## src/hdl/positional_list_store_defines.svh

```systemverilog
// Assertion macros shared by the positional list store.
`ifndef POSITIONAL_LIST_STORE_DEFINES_SVH
`define POSITIONAL_LIST_STORE_DEFINES_SVH

// Consequent must hold in the cycle after the antecedent.
`define PLS_ASSERT_NEXT(lbl, clk, rstn, ante, cons, msg) \
    lbl: assert property (@(posedge clk) disable iff (!rstn) (ante) |=> (cons)) \
        else $error(msg);

// Consequent must hold in the same cycle as the antecedent.
`define PLS_ASSERT_SAME(lbl, clk, rstn, ante, cons, msg) \
    lbl: assert property (@(posedge clk) disable iff (!rstn) (ante) |-> (cons)) \
        else $error(msg);

`endif

```

## src/hdl/pls_pkg.sv

```systemverilog
// Types and constants of the positional list store.
package pls_pkg;

    localparam int POS_W  = 5;
    localparam int VAL_W  = 32;
    localparam int LEN_W  = 5;
    localparam int OP_W   = 2;
    localparam int TDATA_W = 40;

    typedef enum logic [OP_W-1:0] {
        OP_APPEND = 2'd0,
        OP_INSERT = 2'd1,
        OP_REMOVE = 2'd2,
        OP_READ   = 2'd3
    } op_t;

    typedef struct packed {
        logic load;
        logic exec;
    } cmd_t;

endpackage

```

## src/hdl/pls_ctrl.sv

```systemverilog
// Controller state machine of the positional list store.
module pls_ctrl
    import pls_pkg::*;
(
    input  logic clk,
    input  logic rst_n,
    input  logic s_tvalid,
    output logic s_tready,
    output logic m_tvalid,
    input  logic m_tready,
    output cmd_t cmd
);

    typedef enum logic {
        ST_IDLE,
        ST_EXEC
    } state_t;

    state_t state_reg, state_next;
    logic   out_valid_reg, out_valid_next;

    always_comb
    begin
        state_next     = state_reg;
        out_valid_next = out_valid_reg && !m_tready;
        cmd            = '0;
        unique case (state_reg)
            ST_IDLE:
            begin
                if (s_tvalid)
                begin
                    cmd.load   = 1'b1;
                    state_next = ST_EXEC;
                end
            end
            ST_EXEC:
            begin
                // hold the word until the result register is free
                if (!out_valid_reg || m_tready)
                begin
                    cmd.exec       = 1'b1;
                    out_valid_next = 1'b1;
                    state_next     = ST_IDLE;
                end
            end
        endcase
    end

    always_ff @(posedge clk or negedge rst_n)
    begin
        if (!rst_n)
        begin
            state_reg     <= ST_IDLE;
            out_valid_reg <= 1'b0;
        end
        else
        begin
            state_reg     <= state_next;
            out_valid_reg <= out_valid_next;
        end
    end

    assign s_tready = (state_reg == ST_IDLE);
    assign m_tvalid = out_valid_reg;

endmodule

```

## src/hdl/pls_datapath.sv

```systemverilog
// Entry store, length counter and result register of the positional list store.
module pls_datapath
    import pls_pkg::*;
#(
    parameter int CAPACITY   = 16,
    parameter int DATA_WIDTH = 32,
    parameter int CW         = $clog2(CAPACITY + 1)
)
(
    input  logic               clk,
    input  logic               rst_n,
    input  cmd_t               cmd,
    input  logic [OP_W-1:0]    in_op,
    input  logic [POS_W-1:0]   in_position,
    input  logic [VAL_W-1:0]   in_value,
    output logic               res_ok,
    output logic [VAL_W-1:0]   res_read_value,
    output logic [LEN_W-1:0]   res_length,
    output logic               res_empty,
    output logic [CW-1:0]      count
);

    localparam int IDX_W = $clog2(CAPACITY);
    localparam int EW    = (CW > POS_W) ? CW : POS_W;

    op_t                    op_reg;
    logic [POS_W-1:0]       pos_reg;
    logic [DATA_WIDTH-1:0]  word_reg;
    logic [DATA_WIDTH-1:0]  entries_reg [CAPACITY];
    logic [DATA_WIDTH-1:0]  entries_next [CAPACITY];
    logic [CW-1:0]          count_reg, count_next;
    logic                   ok_reg, ok_next;
    logic [VAL_W-1:0]       rdata_reg;
    logic [DATA_WIDTH-1:0]  rd_next;
    logic [LEN_W-1:0]       len_reg;
    logic                   empty_reg;
    logic [EW-1:0]          pos_ext, cnt_ext;
    logic                   not_full, do_app, do_ins, do_rem;

    assign pos_ext  = EW'(pos_reg);
    assign cnt_ext  = EW'(count_reg);
    assign not_full = (count_reg < CW'(CAPACITY));

    always_comb
    begin
        ok_next    = 1'b0;
        rd_next    = '0;
        count_next = count_reg;
        do_app     = 1'b0;
        do_ins     = 1'b0;
        do_rem     = 1'b0;
        unique case (op_reg)
            OP_APPEND:
            begin
                if (not_full)
                begin
                    do_app     = 1'b1;
                    ok_next    = 1'b1;
                    count_next = count_reg + CW'(1);
                end
            end
            OP_INSERT:
            begin
                if (not_full && (pos_ext <= cnt_ext))
                begin
                    do_ins     = 1'b1;
                    ok_next    = 1'b1;
                    count_next = count_reg + CW'(1);
                end
            end
            OP_REMOVE:
            begin
                if (pos_ext < cnt_ext)
                begin
                    do_rem     = 1'b1;
                    ok_next    = 1'b1;
                    count_next = count_reg - CW'(1);
                end
            end
            OP_READ:
            begin
                if (pos_ext < cnt_ext)
                begin
                    ok_next = 1'b1;
                    rd_next = entries_reg[pos_ext[IDX_W-1:0]];
                end
            end
        endcase
    end

    // shift every later entry in parallel
    always_comb
    begin
        for (int i = 0; i < CAPACITY; i++)
        begin
            entries_next[i] = entries_reg[i];
            if (do_app && (count_reg[IDX_W-1:0] == IDX_W'(i)))
                entries_next[i] = word_reg;
            if (do_ins)
            begin
                if (EW'(i) == pos_ext)
                    entries_next[i] = word_reg;
                else if (EW'(i) > pos_ext)
                    entries_next[i] = entries_reg[(i > 0) ? i - 1 : 0];
            end
            if (do_rem && (EW'(i) >= pos_ext) && (i < CAPACITY - 1))
                entries_next[i] = entries_reg[(i < CAPACITY - 1) ? i + 1 : i];
        end
    end

    always_ff @(posedge clk)
    begin
        if (cmd.load)
        begin
            op_reg   <= op_t'(in_op);
            pos_reg  <= in_position;
            word_reg <= DATA_WIDTH'(in_value);
        end
        if (cmd.exec)
        begin
            entries_reg <= entries_next;
            ok_reg      <= ok_next;
            rdata_reg   <= VAL_W'(rd_next);
            len_reg     <= LEN_W'(count_next);
            empty_reg   <= (count_next == '0);
        end
    end

    always_ff @(posedge clk or negedge rst_n)
    begin
        if (!rst_n)
            count_reg <= '0;
        else if (cmd.exec)
            count_reg <= count_next;
    end

    assign res_ok         = ok_reg;
    assign res_read_value = rdata_reg;
    assign res_length     = len_reg;
    assign res_empty      = empty_reg;
    assign count          = count_reg;

endmodule

```

## src/hdl/positional_list_store.sv

```systemverilog
// Top level of the positional list store.
//
// Ordered list of up to CAPACITY words. Each input word on the s_ channel
// carries one operation in s_tuser (append, insert, remove, read) and a
// position and value in s_tdata. Each operation returns exactly one result
// word on the m_ channel: success flag, read word, new length, empty flag.
// Insert and remove move every later entry one place, all in parallel.
// The controller takes each input word in its load step and registers the
// result in its execute step; s_tready is low during the execute step, so
// a new input word is not taken until the last one has executed.
// Stall: a result waits in the output register while m_tready is low; the
// next input word is still taken, and its execute step holds until the
// output register is free.
// Reset: the list is emptied (length zero); stored words are undefined
// until written, but no entry past the length is ever read.
// Values keep their low DATA_WIDTH bits; read words are zero on failure.
module positional_list_store
    import pls_pkg::*;
#(
    parameter int CAPACITY   = 16,
    parameter int DATA_WIDTH = 32
)
(
    input  logic               clk,
    input  logic               rst_n,
    input  logic               s_tvalid,
    output logic               s_tready,
    input  logic [TDATA_W-1:0] s_tdata,  // position[4:0], value[36:5], zero pad
    input  logic [OP_W-1:0]    s_tuser,  // op[1:0]
    output logic               m_tvalid,
    input  logic               m_tready,
    output logic [TDATA_W-1:0] m_tdata   // ok[0], read_value[32:1], length[37:33],
                                         // empty_res[38], zero pad
);

`include "positional_list_store_defines.svh"

    localparam int CW = $clog2(CAPACITY + 1);

    cmd_t              cmd;
    logic              res_ok;
    logic [VAL_W-1:0]  res_read_value;
    logic [LEN_W-1:0]  res_length;
    logic              res_empty;
    logic [CW-1:0]     count;

    pls_ctrl u_ctrl (
        .clk      (clk),
        .rst_n    (rst_n),
        .s_tvalid (s_tvalid),
        .s_tready (s_tready),
        .m_tvalid (m_tvalid),
        .m_tready (m_tready),
        .cmd      (cmd)
    );

    pls_datapath #(
        .CAPACITY   (CAPACITY),
        .DATA_WIDTH (DATA_WIDTH),
        .CW         (CW)
    ) u_datapath (
        .clk            (clk),
        .rst_n          (rst_n),
        .cmd            (cmd),
        .in_op          (s_tuser),
        .in_position    (s_tdata[POS_W-1:0]),
        .in_value       (s_tdata[POS_W+VAL_W-1:POS_W]),
        .res_ok         (res_ok),
        .res_read_value (res_read_value),
        .res_length     (res_length),
        .res_empty      (res_empty),
        .count          (count)
    );

    assign m_tdata = {1'b0, res_empty, res_length, res_read_value, res_ok};

    `PLS_ASSERT_NEXT(a_busy_after_accept, clk, rst_n, s_tvalid && s_tready, !s_tready,
        "input taken while an operation is still executing")

    `PLS_ASSERT_SAME(a_count_in_range, clk, rst_n, 1'b1, count <= CW'(CAPACITY),
        "list length exceeds capacity")

    `PLS_ASSERT_SAME(a_fail_reads_zero, clk, rst_n, m_tvalid && !m_tdata[0],
        m_tdata[32:1] == '0, "failed operation returned a nonzero read word")

endmodule
```

## config.mk

```make
export PLATFORM = sky130hd
export DESIGN_NAME = positional_list_store
export DESIGN_NICKNAME = d
export VERILOG_FILES = /design/src/hdl/pls_pkg.sv /design/src/hdl/pls_ctrl.sv /design/src/hdl/pls_datapath.sv /design/src/hdl/positional_list_store.sv
export VERILOG_INCLUDE_DIRS = /design/src /design/src/hdl
export SDC_FILE = /design/constraint.sdc
export NUM_CORES = 2
export LEC_CHECK = 0
export BUFFER_PORTS_ARGS = -buffer_cell sky130_fd_sc_hd__buf_2
export CAP_MARGIN = 25
export CORE_UTILIZATION = 40
export DETAILED_ROUTE_END_ITERATION = 16
export PLACE_DENSITY = 0.62
export SETUP_SLACK_MARGIN = 0.5
export SKIP_CTS_REPAIR_TIMING = 1
export SLEW_MARGIN = 20
export SYNTH_ARGS = -nofsm -noshare
export SYNTH_HDL_FRONTEND = slang
export SYNTH_SLANG_ARGS = --single-unit
```

## constraint.sdc

```tcl
create_clock -name clk -period 23.7 [get_ports clk]
set_input_delay 1.185 -clock clk [delete_from_list [all_inputs] [get_ports clk]]
set_output_delay 1.185 -clock clk [all_outputs]
set_load 0.05 [all_outputs]
```

==> reports/metrics.cfg <==
[final_layout]
final_common_cell = edfxtp_1
ff_latch_area_um2 = 17890
num-nets-final = 3634
nFillCells = 8915
multiInputGateArea_um2 = 19980
final_cell_mix = edfxtp_1 (590), nand2_1 (532), nor2_1 (311)
area_growth_pct = 9.346
largest_reg_flops = 512
drive_gt1_frac = 0.1513
post-route-util = 0.4435

[global_route]
gr-total-overflow = 0
grt_max_degree = 165
grt_usage = 0.3219
antenna_found_initial = 5
grt_pass1_wl_um = 235900
grt_pass1_vias = 33280

[placement]
place.port_buffers = 83
gp_congestion = 0.9178
dp_hpwl_um = 95350

[route]
avgViaCountPerCell = 7.339
drtIter0Drc = 6863
drtAntennaViolNets = 0
drt-pass1-iter-count = 9
wirelength_um = 164800
num_vias = 36000
wire_per_inst_um = 33.61
remaining_drc_errors = 0

[cts]
clk-insertion-delay-late_ns = 0.63
clkSinkCount = 597
root_buffer = clkbuf_16
clkSlewWorstSetupHoldPaths_ns = 0.06
clock_path_buffers = 3
cts_made_buffers = 69
h-tree-depth = 3
cts_tree = done

[timing]
slew_headroom = 0.1995
rsz0062_at_grt = no
clock-skew-final_ns = 0.02308
tns_ns = 0
slew_viol_final = 0
worst_pin_slew_ns = 1.200
min_period_ns = 5.148
setup_violations = 0
max_freq_ghz = 0.1943
post-route-period-util = 0.2172
hold_viol = 0

[yosys]
syn_area_um2 = 39400
syn_nets = 3807
ys_types = 82
yosys_warnings = 0
synth_cells = 3750
seq_area_frac_synth = 0.4541
synth-async-reset-ratio = 0.01173
synth_enable_flop_cells = 590
synth_ff_type = edfxtp_1
syn-mean-instance-area_um2 = 10.51
ys_seq_elements = 597

[worst_setup_path]
startpoint_type = flop
criticalPathCategory = reg -> reg
ff2ff_setup_slack_ns = 18.55
worstPathMaxFanout = 57
cp-startpoint = u_datapath.count[4]
reg2reg_to = u_datapath.entries_reg[19]
r2r-start = u_datapath.count[4]
r2r_cells = 8
required_ns = 24.02
path_buf_inv = 1
endpoint_kind = flop
cpPeakStageDelay_ns = 1.07
crit_chain = inv_1 > ha_1 > o211a_1 > o31a_1 > o21ai_4 > nand2_4 > nor2_1 > o22ai_1
crit_family = simple AND/OR/NAND/NOR gates
crit_slowest_cell = nor2_1
cp.depth = 8
critPathCapture = u_datapath.entries_reg[19]
arrival_ns = 5.47

[floorplanning]
start_util = 0.4056
die_w_um = 315.8
core_region_area_um2 = 97140
ios = 88
rows = 114
die_area_um2 = 99760
die_h_um = 315.8

[run_status]
outcome = finished clean

[run]
maxCapViolations = 0

[pwr]
max-vdd-ir-drop_mv = 0.1005
p_leak_nw = 14.98
p_per_area_nw_per_um2 = 131.2

[min_path]
min_path_type = in -> async

## logic make-up after synthesis
group,Yosys count,share of synthesized area
simple gates,1114,0.1207
buf+inv,461,0.04859
xor+xnor,2,0.0004447
compound gates,1204,0.2300
other cells,1,0.00009518
fa+ha+maj,11,0.003493
mux,360,0.1426
flops,597,0.4541
## per-layer routing
metal  GRT usage  share of wire
met1      0.4224           0.36
met2      0.4700           0.43
met3      0.1012           0.15
met4      0.1801          0.058
met5           0        0.00015
## worst min-delay path by stage
stage                startpoint             endpoint  depth (start not counted)
3_3_place_gp    u_ctrl.m_tvalid      u_ctrl.m_tvalid                          2
4_1_cts                   rst_n  u_datapath.count[1]                          1
3_5_place_dp    u_ctrl.m_tvalid      u_ctrl.m_tvalid                          2
5_1_grt                   rst_n  u_datapath.count[1]                          1
2_1_floorplan  u_ctrl.state_reg     u_ctrl.state_reg                          2
6_report                  rst_n  u_datapath.count[0]                          1
## power breakdown
group / leakage (nW) / internal [mW] / total, mW / switching (mW)
clock network: 1.03 / 0.595 / 1.06 / 0.467
registers: 5.71 / 1.87 / 2.43 / 0.563
logic: 8.24 / 0.849 / 2.16 / 1.31
## cell usage after synthesis (5+ instances only)
cell | number | area [µm²]
a21o_1 | 33 | 247.7
o21ai_1 | 19 | 95.09
o21a_1 | 19 | 142.6
o22a_1 | 17 | 148.9
mux2_2 | 10 | 112.6
nand2b_1 | 10 | 62.56
a221oi_1 | 213 | 1866
o211ai_1 | 24 | 180.2
mux2i_1 | 190 | 1902
inv_1 | 13 | 48.80
a31oi_1 | 99 | 619.3
edfxtp_1 | 590 | 17720
mux4_2 | 160 | 3603
nor2_1 | 321 | 1205
a22oi_1 | 125 | 938.4
a41oi_1 | 31 | 271.5
nor3_1 | 20 | 100.1
a32o_1 | 13 | 130.1
nor2b_1 | 44 | 275.3
a21oi_1 | 141 | 705.7
clkbuf_1 | 289 | 1085
a221o_1 | 35 | 350.3
o21ai_0 | 58 | 290.3
or3_1 | 15 | 93.84
nand2_1 | 543 | 2038
dfrtp_1 | 7 | 175.2
nor2_2 | 8 | 50.05
o2bb2ai_1 | 30 | 262.8
o221ai_1 | 105 | 919.6
nand4_1 | 16 | 100.1
buf_4 | 9 | 67.56
and2_1 | 8 | 50.05
o22ai_1 | 117 | 732.0
buf_2 | 112 | 560.5
nand3_1 | 98 | 490.5
and3_1 | 7 | 43.79
o31ai_1 | 5 | 37.54
a32oi_1 | 25 | 219.0
buf_1 | 35 | 131.4
a22o_1 | 57 | 499.2
ha_1 | 11 | 137.6
## cell type report
cell class / instances / area share
antenna: 1 / 0.00005809
timing repair buffer: 204 / 0.03375
multi-input combinational: 2692 / 0.4638
inverter: 13 / 0.001133
tap: 1276 / 0.03706
clock inverter: 24 / 0.004356
sequential: 597 / 0.4153
clock buffer: 98 / 0.04452
## metrics by stage
| stage | cells | worst slack (ns) | hold WS, ns | power (mW) | instance area, µm² |
|---|---|---|---|---|---|
| 2_1_floorplan | 3750 | 6.012 | 0.5108 | 3.923 | 39400 |
| 3_3_place_gp | 4773 | 18.62 | 0.5074 | 4.430 | 40800 |
| 3_5_place_dp | 4776 | 18.61 | 0.5184 | 4.482 | 40880 |
| 4_1_cts | 4898 | 18.61 | 0.3719 | 5.532 | 42990 |
| 5_1_grt | 4904 | 18.44 | 0.4045 | 5.828 | 43080 |
| 6_report | 4905 | 18.55 | 0.3910 | 5.654 | 43080 |
(Power assumes the default switching activity.)
